$ cat src/rtl/wrsaw_pkg.sv
`default_nettype none
// ----------------------------------------------------------------------------
// wrsaw_pkg
// Shared types, codes and constants of the wake-up radio stop-and-wait link.
// ----------------------------------------------------------------------------
package wrsaw_pkg;

    localparam int TIME_BITS_DEF = 32;

    localparam int CFG_IDX_BITS  = 3;
    localparam int CFG_DATA_BITS = 16;

    localparam int IN_DATA_BITS  = 96;
    localparam int OUT_DATA_BITS = 56;

    localparam logic [2:0] HDR_TYPE_MASK   = 3'h7;
    localparam logic [7:0] MIN_DELIVER_LEN = 8'd3;

    localparam logic [15:0] DATA_TIMEOUT_RST = 16'd100;
    localparam logic [15:0] WAKE_TIMEOUT_RST = 16'd500;
    localparam logic [2:0]  ACK_MASK_RST     = 3'd4;
    localparam logic [2:0]  DATA_MASK_RST    = 3'd2;
    localparam logic [2:0]  WAKE_MASK_RST    = 3'd1;

    typedef enum logic [CFG_IDX_BITS-1:0] {
        CFG_TX_NOTIFY    = 3'd0,
        CFG_RX_NOTIFY    = 3'd1,
        CFG_DATA_TIMEOUT = 3'd2,
        CFG_WAKE_TIMEOUT = 3'd3,
        CFG_ACK_MASK     = 3'd4,
        CFG_DATA_MASK    = 3'd5,
        CFG_WAKE_MASK    = 3'd6
    } cfg_idx_t;

    typedef enum logic [2:0] {
        OP_TICK      = 3'd0,
        OP_FRAME     = 3'd1,
        OP_SEND_WAKE = 3'd2,
        OP_SEND_DATA = 3'd3,
        OP_SEND_ACK  = 3'd4
    } op_t;

    typedef enum logic [1:0] {
        MODE_IDLE      = 2'd0,
        MODE_WAIT_DATA = 2'd1,
        MODE_WAIT_WAKE = 2'd2
    } mode_t;

    typedef enum logic [1:0] {
        STATUS_OK     = 2'd0,
        STATUS_BUSY   = 2'd1,
        STATUS_FAILED = 2'd2
    } status_t;

    typedef enum logic [1:0] {
        CMD_NONE = 2'd0,
        CMD_WAKE = 2'd1,
        CMD_DATA = 2'd2,
        CMD_ACK  = 2'd3
    } cmd_t;

    typedef enum logic [2:0] {
        OUTCOME_NONE         = 3'd0,
        OUTCOME_ACKED        = 3'd1,
        OUTCOME_NACKED       = 3'd2,
        OUTCOME_DATA_TIMEOUT = 3'd3,
        OUTCOME_WAKE_TIMEOUT = 3'd4
    } outcome_t;

    typedef struct packed {
        logic        tx_notify_enable;
        logic        rx_notify_enable;
        logic [15:0] data_ack_timeout_ms;
        logic [15:0] wake_ack_timeout_ms;
        logic [2:0]  ack_flag_mask;
        logic [2:0]  data_flag_mask;
        logic [2:0]  wake_flag_mask;
    } cfg_t;

    typedef struct packed {
        op_t         opcode;
        logic [31:0] now_ms;
        logic [15:0] peer_address;
        logic [7:0]  frame_flags;
        logic [7:0]  frame_length;
        logic [15:0] wake_duration_ms;
        logic [7:0]  data_length;
        logic        data_is_ack;
        logic        seq_override_valid;
        logic        seq_override;
        logic        tx_ready;
    } in_item_t;

    typedef struct packed {
        status_t     request_status;
        cmd_t        tx_command;
        logic [15:0] tx_address;
        logic        tx_seq;
        logic        tx_is_ack;
        logic [7:0]  tx_length;
        logic [15:0] tx_wake_ms;
        outcome_t    tx_outcome;
        logic        deliver_frame;
        mode_t       link_mode;
    } out_item_t;

endpackage
`default_nettype wire

$ cat src/rtl/wakeup_radio_stop_and_wait_link.sv
`default_nettype none
// ----------------------------------------------------------------------------
// wakeup_radio_stop_and_wait_link
// Alternating-bit stop-and-wait link controller for a wake-up radio.
//
// Each input beat on the s_ group is one event: a tick, a received frame
// header, or a request to send a wake, data or ack frame. Each event gives
// exactly one result beat on the m_ group carrying the request status, the
// frame to launch, any transmit outcome, the delivery flag and the new mode.
// Configuration is written through cfg_we, cfg_addr and cfg_data, only while
// the block is idle; the user must keep to this, the block does not enforce it.
// An accepted beat sits in the input register while it is processed; its
// result is loaded into the result register once that can take it, which
// raises m_tvalid. One beat is taken every cycle while the receiver keeps
// m_tready high; the link state is registered on each step, so each event
// sees the updates of the event before it.
// Reset clears both registers, sets the mode to idle, the send time and
// expected sequence bit to zero and loads the configuration defaults.
// When the receiver holds m_tready low the result register keeps its beat,
// the input register fills, and s_tready then falls until the result is
// taken.
// ----------------------------------------------------------------------------
module wakeup_radio_stop_and_wait_link #(
    parameter int TIME_BITS = wrsaw_pkg::TIME_BITS_DEF
) (
    input  wire logic                                clk,
    input  wire logic                                rst_n,
    input  wire logic                                cfg_we,
    input  wire logic [wrsaw_pkg::CFG_IDX_BITS-1:0]   cfg_addr,
    input  wire logic [wrsaw_pkg::CFG_DATA_BITS-1:0]  cfg_data,
    input  wire logic                                s_tvalid,
    output wire logic                                s_tready,
    // now_ms, peer_address, frame_flags, frame_length, wake_duration_ms,
    // data_length, data_is_ack, seq_override_valid, seq_override, tx_ready
    input  wire logic [wrsaw_pkg::IN_DATA_BITS-1:0]   s_tdata,
    // opcode
    input  wire logic [2:0]                           s_tuser,
    output wire logic                                m_tvalid,
    input  wire logic                                m_tready,
    // request_status, tx_command, tx_address, tx_seq, tx_is_ack, tx_length,
    // tx_wake_ms, tx_outcome, deliver_frame, link_mode
    output wire logic [wrsaw_pkg::OUT_DATA_BITS-1:0]  m_tdata
);
    import wrsaw_pkg::*;

    cfg_t      cfg;
    in_item_t  item;
    out_item_t result;
    logic      item_valid;
    logic      can_load;
    logic      step;

    assign step = item_valid && can_load;

    wrsaw_cfg_regs u_cfg (
        .clk      (clk),
        .rst_n    (rst_n),
        .cfg_we   (cfg_we),
        .cfg_addr (cfg_addr),
        .cfg_data (cfg_data),
        .cfg      (cfg)
    );

    wrsaw_in_stage u_in (
        .clk        (clk),
        .rst_n      (rst_n),
        .s_tvalid   (s_tvalid),
        .s_tready   (s_tready),
        .s_tdata    (s_tdata),
        .s_tuser    (s_tuser),
        .take       (step),
        .item_valid (item_valid),
        .item       (item)
    );

    wrsaw_core #(
        .TIME_BITS (TIME_BITS)
    ) u_core (
        .clk    (clk),
        .rst_n  (rst_n),
        .step   (step),
        .cfg    (cfg),
        .item   (item),
        .result (result)
    );

    wrsaw_out_stage u_out (
        .clk      (clk),
        .rst_n    (rst_n),
        .load     (step),
        .result   (result),
        .can_load (can_load),
        .m_tvalid (m_tvalid),
        .m_tready (m_tready),
        .m_tdata  (m_tdata)
    );

endmodule
`default_nettype wire

$ cat src/rtl/wrsaw_cfg_regs.sv
`default_nettype none
// ----------------------------------------------------------------------------
// wrsaw_cfg_regs
// Configuration register file, written through a plain indexed write port.
// ----------------------------------------------------------------------------
module wrsaw_cfg_regs (
    input  wire logic                               clk,
    input  wire logic                               rst_n,
    input  wire logic                               cfg_we,
    input  wire logic [wrsaw_pkg::CFG_IDX_BITS-1:0]  cfg_addr,
    input  wire logic [wrsaw_pkg::CFG_DATA_BITS-1:0] cfg_data,
    output wrsaw_pkg::cfg_t                          cfg
);
    import wrsaw_pkg::*;

    cfg_t cfg_reg;
    cfg_t cfg_next;

    always_comb
    begin
        cfg_next = cfg_reg;
        if (cfg_we)
        begin
            case (cfg_idx_t'(cfg_addr))
                CFG_TX_NOTIFY:    cfg_next.tx_notify_enable    = cfg_data[0];
                CFG_RX_NOTIFY:    cfg_next.rx_notify_enable    = cfg_data[0];
                CFG_DATA_TIMEOUT: cfg_next.data_ack_timeout_ms = cfg_data[15:0];
                CFG_WAKE_TIMEOUT: cfg_next.wake_ack_timeout_ms = cfg_data[15:0];
                CFG_ACK_MASK:     cfg_next.ack_flag_mask       = cfg_data[2:0];
                CFG_DATA_MASK:    cfg_next.data_flag_mask      = cfg_data[2:0];
                CFG_WAKE_MASK:    cfg_next.wake_flag_mask      = cfg_data[2:0];
                default:          cfg_next = cfg_reg;
            endcase
        end
    end

    always_ff @(posedge clk or negedge rst_n)
    begin
        if (!rst_n)
        begin
            cfg_reg.tx_notify_enable    <= 1'b0;
            cfg_reg.rx_notify_enable    <= 1'b0;
            cfg_reg.data_ack_timeout_ms <= DATA_TIMEOUT_RST;
            cfg_reg.wake_ack_timeout_ms <= WAKE_TIMEOUT_RST;
            cfg_reg.ack_flag_mask       <= ACK_MASK_RST;
            cfg_reg.data_flag_mask      <= DATA_MASK_RST;
            cfg_reg.wake_flag_mask      <= WAKE_MASK_RST;
        end
        else
        begin
            cfg_reg <= cfg_next;
        end
    end

    assign cfg = cfg_reg;

endmodule
`default_nettype wire

$ cat src/rtl/wrsaw_in_stage.sv
`default_nettype none
// ----------------------------------------------------------------------------
// wrsaw_in_stage
// Input register: unpacks an accepted beat and holds it until the core
// takes it.
// ----------------------------------------------------------------------------
module wrsaw_in_stage (
    input  wire logic                               clk,
    input  wire logic                               rst_n,
    input  wire logic                               s_tvalid,
    output wire logic                               s_tready,
    input  wire logic [wrsaw_pkg::IN_DATA_BITS-1:0]  s_tdata,
    input  wire logic [2:0]                          s_tuser,
    input  wire logic                               take,
    output wire logic                               item_valid,
    output wrsaw_pkg::in_item_t                      item
);
    import wrsaw_pkg::*;

    logic     valid_reg;
    logic     valid_next;
    in_item_t item_reg;
    in_item_t item_in;
    logic     load;

    assign s_tready = !valid_reg || take;
    assign load     = s_tvalid && s_tready;

    always_comb
    begin
        item_in.opcode             = op_t'(s_tuser);
        item_in.now_ms             = s_tdata[31:0];
        item_in.peer_address       = s_tdata[47:32];
        item_in.frame_flags        = s_tdata[55:48];
        item_in.frame_length       = s_tdata[63:56];
        item_in.wake_duration_ms   = s_tdata[79:64];
        item_in.data_length        = s_tdata[87:80];
        item_in.data_is_ack        = s_tdata[88];
        item_in.seq_override_valid = s_tdata[89];
        item_in.seq_override       = s_tdata[90];
        item_in.tx_ready           = s_tdata[91];
    end

    always_comb
    begin
        valid_next = valid_reg;
        if (load)
        begin
            valid_next = 1'b1;
        end
        else if (take)
        begin
            valid_next = 1'b0;
        end
    end

    always_ff @(posedge clk or negedge rst_n)
    begin
        if (!rst_n)
        begin
            valid_reg <= 1'b0;
        end
        else
        begin
            valid_reg <= valid_next;
        end
    end

    always_ff @(posedge clk)
    begin
        if (load)
        begin
            item_reg <= item_in;
        end
    end

    assign item_valid = valid_reg;
    assign item       = item_reg;

endmodule
`default_nettype wire

$ cat src/rtl/wrsaw_core.sv
`default_nettype none
// ----------------------------------------------------------------------------
// wrsaw_core
// Link state (mode, send time, expected sequence bit) and the single-pass
// step logic that turns one event into one result.
// ----------------------------------------------------------------------------
module wrsaw_core #(
    parameter int TIME_BITS = wrsaw_pkg::TIME_BITS_DEF
) (
    input  wire logic                 clk,
    input  wire logic                 rst_n,
    input  wire logic                 step,
    input  wire wrsaw_pkg::cfg_t      cfg,
    input  wire wrsaw_pkg::in_item_t  item,
    output wrsaw_pkg::out_item_t      result
);
    import wrsaw_pkg::*;

    mode_t                mode_reg;
    mode_t                mode_next;
    logic [TIME_BITS-1:0] send_time_reg;
    logic [TIME_BITS-1:0] send_time_next;
    logic                 exp_seq_reg;
    logic                 exp_seq_next;

    logic [TIME_BITS-1:0] now_t;
    logic [TIME_BITS-1:0] elapsed;
    logic                 data_late;
    logic                 wake_late;
    logic [2:0]           hdr_type;
    logic                 frame_seq;
    logic                 has_ack;
    logic                 send_seq;
    out_item_t            res;

    assign now_t      = TIME_BITS'(item.now_ms);
    assign elapsed    = now_t - send_time_reg;
    assign data_late  = elapsed > TIME_BITS'(cfg.data_ack_timeout_ms);
    assign wake_late  = elapsed > TIME_BITS'(cfg.wake_ack_timeout_ms);
    assign hdr_type   = item.frame_flags[2:0] & HDR_TYPE_MASK;
    assign frame_seq  = item.frame_flags[0];
    assign has_ack    = |(hdr_type & cfg.ack_flag_mask);
    assign send_seq   = item.seq_override_valid ? item.seq_override : exp_seq_reg;

    always_comb
    begin
        res            = '0;
        mode_next      = mode_reg;
        send_time_next = send_time_reg;
        exp_seq_next   = exp_seq_reg;
        case (item.opcode)
            OP_TICK:
            begin
                if (mode_reg == MODE_WAIT_DATA && data_late && cfg.tx_notify_enable)
                begin
                    mode_next      = MODE_IDLE;
                    res.tx_outcome = OUTCOME_DATA_TIMEOUT;
                end
                else if (mode_reg == MODE_WAIT_WAKE && wake_late && cfg.tx_notify_enable)
                begin
                    mode_next      = MODE_IDLE;
                    res.tx_outcome = OUTCOME_WAKE_TIMEOUT;
                end
            end
            OP_FRAME:
            begin
                if (has_ack && cfg.tx_notify_enable)
                begin
                    mode_next      = MODE_IDLE;
                    res.tx_outcome = (exp_seq_reg == frame_seq) ? OUTCOME_ACKED
                                                                : OUTCOME_NACKED;
                    exp_seq_next   = !exp_seq_reg;
                end
                if (|(hdr_type & (cfg.data_flag_mask | cfg.wake_flag_mask)))
                begin
                    res.deliver_frame = (item.frame_length > MIN_DELIVER_LEN)
                                        && cfg.rx_notify_enable;
                    if (!has_ack && mode_next == MODE_IDLE && item.tx_ready)
                    begin
                        res.tx_command = CMD_ACK;
                        res.tx_address = item.peer_address;
                        res.tx_seq     = frame_seq;
                    end
                end
            end
            OP_SEND_WAKE, OP_SEND_DATA, OP_SEND_ACK:
            begin
                if (mode_reg != MODE_IDLE)
                begin
                    res.request_status = STATUS_BUSY;
                end
                else if (!item.tx_ready)
                begin
                    res.request_status = STATUS_FAILED;
                end
                else if (item.opcode == OP_SEND_WAKE)
                begin
                    res.tx_command = CMD_WAKE;
                    res.tx_address = item.peer_address;
                    res.tx_seq     = exp_seq_reg;
                    res.tx_wake_ms = item.wake_duration_ms;
                    send_time_next = now_t;
                    mode_next      = MODE_WAIT_WAKE;
                end
                else if (item.opcode == OP_SEND_DATA)
                begin
                    res.tx_command = CMD_DATA;
                    res.tx_address = item.peer_address;
                    res.tx_seq     = send_seq;
                    res.tx_is_ack  = item.data_is_ack;
                    res.tx_length  = item.data_length;
                    send_time_next = now_t;
                    mode_next      = MODE_WAIT_DATA;
                end
                else
                begin
                    res.tx_command = CMD_ACK;
                    res.tx_address = item.peer_address;
                    res.tx_seq     = send_seq;
                end
            end
            default:
            begin
                res = '0;
            end
        endcase
        res.link_mode = mode_next;
    end

    always_ff @(posedge clk or negedge rst_n)
    begin
        if (!rst_n)
        begin
            mode_reg      <= MODE_IDLE;
            send_time_reg <= '0;
            exp_seq_reg   <= 1'b0;
        end
        else if (step)
        begin
            mode_reg      <= mode_next;
            send_time_reg <= send_time_next;
            exp_seq_reg   <= exp_seq_next;
        end
    end

    assign result = res;

endmodule
`default_nettype wire

$ cat src/rtl/wrsaw_out_stage.sv
`default_nettype none
// ----------------------------------------------------------------------------
// wrsaw_out_stage
// Result register: holds one result beat until the receiver takes it.
// ----------------------------------------------------------------------------
module wrsaw_out_stage (
    input  wire logic                                clk,
    input  wire logic                                rst_n,
    input  wire logic                                load,
    input  wire wrsaw_pkg::out_item_t                 result,
    output wire logic                                can_load,
    output wire logic                                m_tvalid,
    input  wire logic                                m_tready,
    output wire logic [wrsaw_pkg::OUT_DATA_BITS-1:0]  m_tdata
);
    import wrsaw_pkg::*;

    logic      valid_reg;
    logic      valid_next;
    out_item_t res_reg;

    assign can_load = !valid_reg || m_tready;

    always_comb
    begin
        valid_next = valid_reg;
        if (load)
        begin
            valid_next = 1'b1;
        end
        else if (m_tready)
        begin
            valid_next = 1'b0;
        end
    end

    always_ff @(posedge clk or negedge rst_n)
    begin
        if (!rst_n)
        begin
            valid_reg <= 1'b0;
        end
        else
        begin
            valid_reg <= valid_next;
        end
    end

    always_ff @(posedge clk)
    begin
        if (load)
        begin
            res_reg <= result;
        end
    end

    assign m_tvalid = valid_reg;
    assign m_tdata  = {4'b0000,
                       res_reg.link_mode,
                       res_reg.deliver_frame,
                       res_reg.tx_outcome,
                       res_reg.tx_wake_ms,
                       res_reg.tx_length,
                       res_reg.tx_is_ack,
                       res_reg.tx_seq,
                       res_reg.tx_address,
                       res_reg.tx_command,
                       res_reg.request_status};

endmodule
`default_nettype wire
$ cat config.mk
export PLATFORM = sky130hd
export DESIGN_NAME = wakeup_radio_stop_and_wait_link
export DESIGN_NICKNAME = d
export VERILOG_FILES = /design/src/rtl/wrsaw_pkg.sv /design/src/rtl/wakeup_radio_stop_and_wait_link.sv /design/src/rtl/wrsaw_cfg_regs.sv /design/src/rtl/wrsaw_in_stage.sv /design/src/rtl/wrsaw_core.sv /design/src/rtl/wrsaw_out_stage.sv
export SDC_FILE = /design/constraint.sdc
export NUM_CORES = 1
export LEC_CHECK = 0
export ABC_CLOCK_PERIOD_IN_PS = 4100
export BUFFER_PORTS_ARGS = -buffer_cell sky130_fd_sc_hd__buf_2
export CORE_MARGIN = 2
export CORE_UTILIZATION = 45
export DETAILED_ROUTE_END_ITERATION = 8
export PLACE_DENSITY = 0.66
export SLEW_MARGIN = 10
export SYNTH_ARGS = -nofsm -noshare
export SYNTH_HDL_FRONTEND = slang
export SYNTH_SLANG_ARGS = --single-unit
$ cat constraint.sdc
create_clock -name clk -period 4.1 [get_ports clk]
set_input_delay 0.615 -clock clk [delete_from_list [all_inputs] [get_ports clk]]
set_output_delay 0.615 -clock clk [all_outputs]
set_load 0.005 [all_outputs]
======== Word-level counts from Yosys, hierarchy flattened ========
Cells that the tools add are included.
storage, ports and cells
  register bits after elaboration ......... 222
  word-level logic and storage cells ...... 131
  output and inout port bits .............. 58
operators by class
  order comparisons ....................... 3
  reductions and logical operators ........ 39
  add/subtract/negate cells ............... 1
  equal/unequal tests ..................... 13
  muxes and demuxes ....................... 33
  bitwise gates (word level) .............. 8
operator list
  kind                number
  $mux 44             2
  $gt 32x16->1        2
  $mux 32             2
  $mux 19             3
  $pmux 19 s2         1
  $sub 32x32->32      1
  $mux 2              10
  $mux 18             1
  $mux 9              2
  $mux 16             1
  $reduce_and 2->1    8
  $eq 3x2->1 const B  4
  $eq 3x3->1 const B  4
  $logic_and 1x1->1   10
  $mux 3              3
  $reduce_or 3->1     3
  $gt 8x2->1 const B  1
  $reduce_bool 2->1   4
  $and 3x3->3         2
  $eq 3x1->1 const B  2
  $logic_not 3->1     2
  $mux 1              6
  $pmux 2 s3          1
  $pmux 3 s2          1
  13 further kinds    21

======== Depth between registers and ports, before layout ========
Gate-level depths: netlist (run 1).
  depth after elaboration ................. 11
  depth in mapped cells ................... 19
  gate-level depth less buffers ........... 19

======== Modules after synthesis ========
From an unflattened synthesis (run 1), not the netlist that was laid out.
second synthesis, totals
  cells, all modules ...................... 885
  area, all modules ....................... 10919.2 um^2
modules (own cells, without submodules)
  module                           area an instance (um^2)  cells an instance  instances
  wrsaw_core                       4629.4                   629                1
  wrsaw_in_stage                   2906.5                   99                 1
  wrsaw_cfg_regs                   1734.2                   96                 1
  wrsaw_out_stage                  1642.8                   60                 1
  wakeup_radio_stop_and_wait_link  6.3                      1                  1

======== Least setup slack after synthesis (run 1) ========
Ideal clock, no wire load.
  path kind ............................... register to register
  start ................................... register u_in.item_reg, in the netlist u_in.item[64]
  end ..................................... register u_out.res_reg, in the netlist u_out.m_tdata[46] (data pin)
  setup time .............................. 0.264 ns
  cell stages (with the launch flop) ...... 16
  required time ........................... 3.836 ns
  data arrival time ....................... 3.305 ns
  path buffers ............................ 0
  path slack .............................. 0.531 ns
  cells stage by stage .................... edfxtp_1 ha_1 a21o_1 a31oi_2 nand2_1 a31oi_1 xnor2_1 ha_1 a21o_1 a21o_1 a211oi_1 nor2_1 nor4_1 nor2_1 nor4b_4 o21ai_1
RTL lines
  what                      RTL line               RTL
  start: declaration        wrsaw_in_stage.sv:22   in_item_t item_reg;
  start signal: assignment  wrsaw_in_stage.sv:73   item_reg <= item_in;
  end signal: assignment    wrsaw_out_stage.sv:53  res_reg <= result;
  end: declaration          wrsaw_out_stage.sv:20  out_item_t res_reg;

==> results of run 1 <==
## through the flow
stage	power, uW	TNS [ps]	cell area, um^2	hold slack, ps
final	8660	0	12800	164
after floorplan	5530	0	10700	319
after detailed placement	6400	0	11900	477
after global placement	6350	0	11900	472
after global routing	9310	-25.3	12800	202
after CTS	8620	0	12700	176
## worst register-to-register path, cell delays in order (launching register included)
cell and delay, ps:
dfrtp_1 380, ha_1 220, fa_2 370, nor2b_2 160, o2111ai_2 170, a211oi_1 370
or3_4 210, xor2_1 310, ha_1 210, nand4_1 150, nor4_1 330, nor4_1 70
nor2_1 200, nor4b_4 100, o31a_1 310
## kinds of logic after synthesis
family | share of synthesized area (%)
fa+ha+maj | 7.54
compound gates | 12.0
buf+inv | 4.17
xor+xnor | 1.96
mux | 3.43
flops | 58.0
simple gates | 12.8
other cells | 0.0350
## worst min-delay path by stage
stage	startpoint	end	cells past startpoint
final	rst_n	u_core.send_time_reg[8]	1
after global routing	rst_n	u_core.send_time_reg[8]	1
after CTS	rst_n	u_core.send_time_reg[8]	1
after detailed placement	u_in.item[75]	u_core.send_time_reg[15]	2
after global placement	u_in.item[84]	u_core.send_time_reg[24]	2
after floorplan	rst_n	u_cfg.cfg[10]	0
## cell type report
class                      count  area, um^2  area share [%]
sequential                   220        6220            48.7
multi-input combinational    590        4150            32.5
timing repair buffer         174         896            7.02
clock buffer                  33         686            5.37
tap                          319         399            3.13
inverter                      77         289            2.26
clock inverter                11         125           0.980
antenna                        1        2.50          0.0196
## power groups by stage
stage / clock network, uW / logic [uW] / registers, uW
floorplan: 0 / 2610 / 2920
global placement: 0 / 3400 / 2940
detailed placement: 0 / 3450 / 2960
CTS: 2230 / 3470 / 2910
global route: 2320 / 4030 / 2960
finish: 2170 / 3570 / 2910
## routing by layer
| layer | up-vias | track usage [%] | part of all wire, % | wire length [um] |
|---|---|---|---|---|
| met5 | - | 0 | 0 | 0 |
| met4 | 0 | 4.12 | 1.7 | 367 |
| met3 | 30 | 2.72 | 5.4 | 1190 |
| met2 | 195 | 29.1 | 48 | 10600 |
| met1 | 3414 | 24.2 | 45 | 9910 |
| li1 | 3656 | - | - | - |
## placed cells by master (no fill, tap or decap), types with 9 or more instances in the layout
cell type,count
nand2b_1,9
buf_4,10
mux2_2,30
and2_1,42
inv_1,76
dfstp_2,12
buf_2,164
dfrtp_1,68
nand2_1,79
o21ai_1,10
nand4_1,17
xnor2_1,14
o21ai_0,69
ha_1,62
edfxtp_1,140
nand3_1,10
nor3_1,11
clkbuf_16,25
nor2_1,38
a21o_1,18
a21oi_1,43
## timing repair
action / in CTS / in global routing
gates resized for setup: 0 / 15
endpoints found under the hold margin: 0 / 0
endpoints found under the setup margin: 0 / 5
buffers inserted: 0 / 1
==> flow_summary.toml, run 1 <==
[status]
status = "finished clean"

[critical_path]
crit_required_ps = 4370
worstSetupEndpoint = "u_out.m_tdata[50]"
r2r_cells = 14
cp_max_fo = 4
timing.rr.start = "u_core.send_time_reg[0]"
crit_chain = "ha_1 > fa_2 > nor2b_2 > o2111ai_2 > a211oi_1 > or3_4 > xor2_1 > ha_1 > nand4_1 > nor4_1 > nor4_1 > nor2_1 > nor4b_4 > o31a_1"
start_kind = "flop"
r2r_end = "u_out.m_tdata[50]"
slowest_stage = "dfrtp_1"
cp.depth = 14
arrival_ps = 4080
cpLargestDelayFamily = "simple AND/OR/NAND/NOR gates"
path_buf_inv = 0
endpoint_kind = "flop"
rrSetupSlack_ps = 290
path_class = "reg2reg"
critPathMaxStageDelay_ps = 380
critical_path.startpoint = "u_core.send_time_reg[0]"

[run]
maxCapViolCount = 0

[pwr]
p_seq_share_pct = 33.6
vdd_drop_max_uv = 332
p_clk_share_pct = 25.1
p_comb_share_pct = 41.3
switching_share_pct = 35.9
p_sw_uw = 3100
p_leak_uw = 0.00542
internal_power_uw = 5550
powerDensity_mw_per_mm2 = 678

[place]
gp_congestion = 0.863
placed_cells_incl_taps = 1379
pre_cts_ws_ps = 126
hpwl_um = 16000
io_buffers = 165

[synth]
yosys_warnings = 0
ys_types = 71
syn_inst = 920
syn_avg_cell_area_um2 = 11.7
synth_top_cell_by_area = "edfxtp_1"
synth-edff-count = 140
ys_seq_area_share_pct = 58.0
netlist_top_cells_area = "edfxtp_1, dfrtp_1, ha_1"
synth_top_area_share_pct = 39.2
yosysMostFrequentCell = "edfxtp_1"
synth_area_mm2 = 0.0107
async_flop_share_pct = 36.4
synth_ff_type = "edfxtp_1"
synth_seq_cells = 220
synth_common_cells = "edfxtp_1, nand2_1, inv_1"

[floorplanning]
die_w_um = 158
die_h_um = 158
ios = 181
core_mm2 = 0.0234
initial_core_util_pct = 45.8
die_area_mm2 = 0.0251
rows = 56

[global_route]
grt_use_total_pct = 17.5
grt_pass1_vias = 6946
grt_max_degree = 68
grt_pass1_wl_um = 35100
grt_overflow = 0
antenna_found_initial = 0

[cts]
cts_tree = "built"
cts_hold_buf = 0
h-tree-depth = 1
worstSkewPairLatency_ps = 520
cts_buffers = 24
clock-sinks = 220
cts.clk_slew.worst_paths_ps = 60
clockBufferDepth = 3
cts_root_buf = "clkbuf_16"

[detailed_routing]
drt-wirelength-per-cell_um = 15.5
num_vias = 7295
ant_nets = 0
wirelength_um = 22100
drc = 0
drt-initial-drc-count = 464
via_per_inst = 5.12
drt_pass1_iterations = 5

[sta]
fmax_ghz = 0.263
hold_viol_final = 0
fin_crit_ps = 3810
layout_worst_path_cycle_share_pct = 92.9
tightest_slew_ps = 1130
final.setup.worst_slack_ps = 291
setup_viol = 0
fin_skew_ps = 15.9
max_slew_margin_pct = 24.4
drv_slew = 0

[layout]
syn_to_final_growth_pct = 19.1
final_cells = 1425
fin_nets = 1274
n_fill_cell = 2106
final_core_util_pct = 54.5
largest_reg_flops = 88
drive_above_1_share_pct = 25.8

[min_path]
hp-class = "in2async"
Note: power is estimated with default switching activity, not from simulation.
==> run 2, diff against run 1 <==
- CORE_MARGIN: 2 -> not set
- CORE_UTILIZATION: 45 -> 39
- PLACE_DENSITY: 0.66 -> not set
- SLEW_MARGIN: 10 -> 30
==> flow_summary.toml, run 2 (same netlist as run 1, synthesis figures left out) <==
[pwr]
powerDensity_mw_per_mm2 = 679
p_leak_uw = 0.00545
p_total_uw = 8740
vdd_drop_max_uv = 313

[sta]
drv_slew = 0
tns_ps = 0
fmax_ghz = 0.260
hold_viol_final = 0
setup_viol = 0
fin_crit_ps = 3850
tightest_slew_ps = 831
max_slew_margin_pct = 44.3
fin_skew_ps = 12.2
layout_worst_path_cycle_share_pct = 94.0

[layout]
layout_commonest_cell = "buf_2"
syn_to_final_growth_pct = 20.0
largest_reg_flops = 88
n_fill_cell = 2472
fin_nets = 1280
final_cell_mix = "buf_2, edfxtp_1, nand2_1, inv_1, o21ai_0"
drive_above_1_share_pct = 25.8
stdcell_area_mm2 = 0.0129
final_cells = 1455

[cts]
h-tree-depth = 1
cts_root_buf = "clkbuf_16"
cts_tree = "built"
cts_buffers = 26
cts_hold_buf = 0
worstSkewPairLatency_ps = 530
clock-sinks = 220
cts.clk_slew.worst_paths_ps = 60
clockBufferDepth = 3

[detailed_routing]
ant_nets = 0
num_vias = 7374
drc = 0
drt-initial-drc-count = 438
drt_pass1_iterations = 5
wirelength_um = 23300
via_per_inst = 5.07
drt-wirelength-per-cell_um = 16.0

[global_route]
grt_pass1_wl_um = 37800
grt_pass1_vias = 7445
grt_overflow = 0
grt_max_degree = 71
grt_use_total_pct = 16.7
antenna_found_initial = 1

[place]
dpl_cell_area_mm2 = 0.0119
hpwl_um = 17000
gp_congestion = 0.819
io_buffers = 165
placed_cells_incl_taps = 1404

[critical_path]
start_kind = "flop"
cpMostUsedCell = "a21o_1"
critPathMaxStageDelay_ps = 420
path_buf_inv = 1
r2r_cells = 18
cp.depth = 18
cp_max_fo = 4
crit_chain = "inv_1 > ha_1 > fa_1 > nor2b_2 > o2111ai_4 > nand2_2 > a21o_1 > a21oi_1 > xnor2_2 > ha_1 > a21o_1 > a21o_1 > a211oi_1 > nor2_1 > nor4_2 > nor2_1 > nor4b_4 > o21ai_1"
arrival_ps = 4120
slowest_stage = "fa_1"
endpoint_kind = "flop"
path_class = "reg2reg"
cpLargestDelayFamily = "simple AND/OR/NAND/NOR gates"
crit_required_ps = 4370

[floorplanning]
die_h_um = 168
ios = 181
initial_core_util_pct = 39.8
die_w_um = 168
rows = 60
core_mm2 = 0.0270
die_area_mm2 = 0.0282

[status]
status = "finished clean"

[min_path]
hp-class = "in2async"

[run]
maxCapViolCount = 0
run 2: stage by stage:
stage                     utilization, %  worst slack (ps)  hold WS [ps]
final                               47.7               247           122
after detailed placement            44.3              89.0           475
after floorplan                        -               531           319
after global routing                47.7             -24.8           175
after CTS                           47.3              79.1           136
after global placement              44.2              68.3           471
run 2: repair_timing:
item                                    in CTS  in global routing
setup buffers                                0                  1
resized for setup                            0                 16
endpoints found under the setup margin       0                  4
run 2: routing by layer:
metal / up-vias / global-route usage, % / wire [um]
met2: 163 / 28.5 / 11300
met5: - / 0 / 0
met4: 0 / 5.42 / 573
met3: 36 / 2.70 / 1070
li1: 3675 / - / -
met1: 3500 / 21.8 / 10300
run 2: power breakdown:
| group | switching [uW] | internal (uW) |
|---|---|---|
| Combinational | 2140 | 1500 |
| Sequential | 141 | 2770 |
| Clock | 893 | 1290 |
run 2: cell type report:
cell class	count	area (um^2)	share of cell area (%)
inverters	77	289	2.25
flip-flops and latches	220	6220	48.3
multi-input cells	590	4170	32.4
clock buffers	38	726	5.64
clock inverters	10	90.1	0.700
diodes	1	2.50	0.0194
well taps	341	427	3.32
repair buffers	178	942	7.32
run 2: path summary, 6_finish.rpt:
check	slack, ps	to	from
worst min-delay path	120	u_core.send_time_reg[8]	rst_n
worst max-delay path	250	u_out.m_tdata[47]	u_in.item[60]
worst min register to register	490	u_core.send_time_reg[15]	u_in.item[75]
max in group asynchronous	3070	u_cfg.cfg[8]	rst_n
worst max register to register	250	u_out.m_tdata[47]	u_in.item[60]
min in group clk	250	u_in.item[17]	s_tdata[69]
==> run 3, diff against run 2 <==
- ABC_AREA: not set -> 1
==> flow_summary.toml, run 3 <==
[synth]
synth_area_mm2 = 0.0114
synth_top_cell_by_area = "edfxtp_1"
synth_ff_type = "edfxtp_1"
syn_avg_cell_area_um2 = 8.75
syn_inst = 1298
ys_seq_area_share_pct = 54.8
netlist_top_cells_area = "edfxtp_1, dfrtp_1, nand2_1"
yosys_warnings = 0
async_flop_share_pct = 36.4
synth_top_area_share_pct = 37.0
synth-edff-count = 140
ys_types = 41
yosysMostFrequentCell = "nand2_1"
synth_common_cells = "nand2_1, inv_1, edfxtp_1"
synth_seq_cells = 220

[critical_path]
cpMostUsedCell = "nand2_1"
r2r_cells = 20
cp_max_fo = 3
path_class = "reg2reg"
slowest_stage = "fa_1"
crit_chain = "ha_1 > fa_1 > inv_1 > nand2_1 > nand3_1 > nand2_1 > nand2_2 > xor2_1 > ha_1 > nand2_1 > inv_1 > nand3_1 > nor3_1 > nand2_1 > nand4_1 > nand2_1 > nand3_1 > nand2_1 > nand3_1 > nand3_2"
endpoint_kind = "flop"
start_kind = "flop"
arrival_ps = 3680
crit_required_ps = 4380
critPathMaxStageDelay_ps = 460

[global_route]
grt_use_total_pct = 17.7
antenna_found_initial = 0
met1_usage_pct = 24.7
met2_usage_pct = 29.0
grt_max_degree = 56
grt_pass1_wl_um = 42400
grt_overflow = 0
grt_pass1_vias = 8257
grt.busiest_layer = "met2"
met3_usage_pct = 2.57

[cts]
clock-sinks = 220
cts_tree = "built"
cts_setup_buffers = 0
h-tree-depth = 1
cts_hold_buf = 0
cts_root_buf = "clkbuf_16"
worstSkewPairLatency_ps = 540
cts_resized = 0
cts_buffers = 25
clockBufferDepth = 3
cts.clk_slew.worst_paths_ps = 60

[layout]
antennaDiodeCount = 0
drive_above_1_share_pct = 17.5
syn_to_final_growth_pct = 18.9
fin_nets = 1667
final_cells = 1883
final_cell_mix = "nand2_1, inv_1, buf_2, edfxtp_1, nor2_1"
n_fill_cell = 2808
largest_reg_flops = 88
layout_commonest_cell = "nand2_1"

[detailed_routing]
num_vias = 8488
drt-initial-drc-count = 411
ant_nets = 0
via_per_inst = 4.51
drt_pass1_iterations = 5
drt-wirelength-per-cell_um = 13.8
wirelength_um = 26100
drc = 0

[place]
hpwl_um = 19500
placed_cells_incl_taps = 1837
gp_congestion = 0.880
pre_cts_ws_ps = 712
io_buffers = 165

[pwr]
vdd_drop_max_uv = 320
p_total_uw = 8770
p_leak_uw = 0.00688
powerDensity_mw_per_mm2 = 650

[floorplanning]
die_h_um = 173
die_area_mm2 = 0.0298
ios = 181
core_mm2 = 0.0287
die_w_um = 173
rows = 62
initial_core_util_pct = 39.6

[sta]
hold_viol_final = 0
setup_viol = 0
tns_ps = 0
fin_skew_ps = 11.7
drv_slew = 0
fmax_ghz = 0.294
rsz0062_at_grt = "false"
layout_worst_path_cycle_share_pct = 83.0
fin_crit_ps = 3400
tightest_slew_ps = 735
whs_ps = 135
final.setup.worst_slack_ps = 698
max_slew_margin_pct = 51.0

[min_path]
hp-class = "in2async"

[run]
maxCapViolCount = 0

[status]
status = "finished clean"
run 3: cell types whose count changed after synthesis, moves of 12 or more:
cell / change
nand3_1: +36
o21ai_0: -16
and2_1: -41
a21oi_1: +17
mux2_2: -29
inv_1: +191
nor2_1: +98
xnor2_1: -12
a21o_1: -17
nand2_1: +249
nand2_2: +12
run 3: final timing paths:
path | start | end | slack [ps]
hold / removal | rst_n | u_core.send_time_reg[24] | 130
min in group clk | s_tdata[64] | u_in.item[12] | 240
max in group asynchronous | rst_n | u_cfg.cfg[0] | 3060
setup / recovery | u_core.send_time_reg[0] | u_out.m_tdata[51] | 700
setup reg to reg | u_core.send_time_reg[0] | u_out.m_tdata[51] | 700
hold reg to reg | u_cfg.cfg[1] | u_cfg.cfg[1] | 480
run 3: layout make-up:
| type | instances | area, um^2 | area share [%] |
|---|---|---|---|
| sequential | 220 | 6220 | 46.1 |
| clock inverter | 17 | 200 | 1.48 |
| inverter | 281 | 1060 | 7.82 |
| timing repair buffer | 171 | 873 | 6.47 |
| multi-input combinational | 781 | 4010 | 29.7 |
| clock buffer | 29 | 651 | 4.82 |
| tap | 384 | 480 | 3.56 |
run 3: critical path, delay by kind of cell, from the launching register on:
family,cells,cell delay (ps)
and+or+nand+nor,14,1370
adders and majority gates,3,860
DFF,1,380
xor gates and xnor gates,1,360
buffers and inverters,2,180
run 3: cell families (layout without fill, tap and decap cells):
group	Yosys count	after routing	synth area share, %
AND/OR/NAND/NOR	564	564	20.4
buffers and inverters	300	498	10.1
other	1	4	0.0330
XOR/XNOR	17	17	1.31
flip-flops	220	220	54.8
multiplexers	1	1	0.0992
AO/OA/AOI/OAI	131	131	6.14
adder cells (fa/ha/maj)	64	64	7.12
run 3: metal layers:
layer	share of wire (%)	routed length, um	vias up
met2	45	11800	133
met5	0	0	-
met3	3.6	937	38
met4	1.9	495	0
li1	-	-	4463
met1	49	12800	3854
run 3: stage by stage:
stage                     area, um^2  utilization, %
after floorplan                11400               -
after global placement         12600            44.0
after detailed placement       12600            44.0
after CTS                      13500            47.0
after global routing           13500            47.0
final                          13500            47.0
run 3: power breakdown:
part           leakage (uW)  switching, uW  total, uW  internal, uW
combinational       0.00419           2240       3500          1250
sequential          0.00229            151       2960          2800
clock              0.000407            922       2310          1390
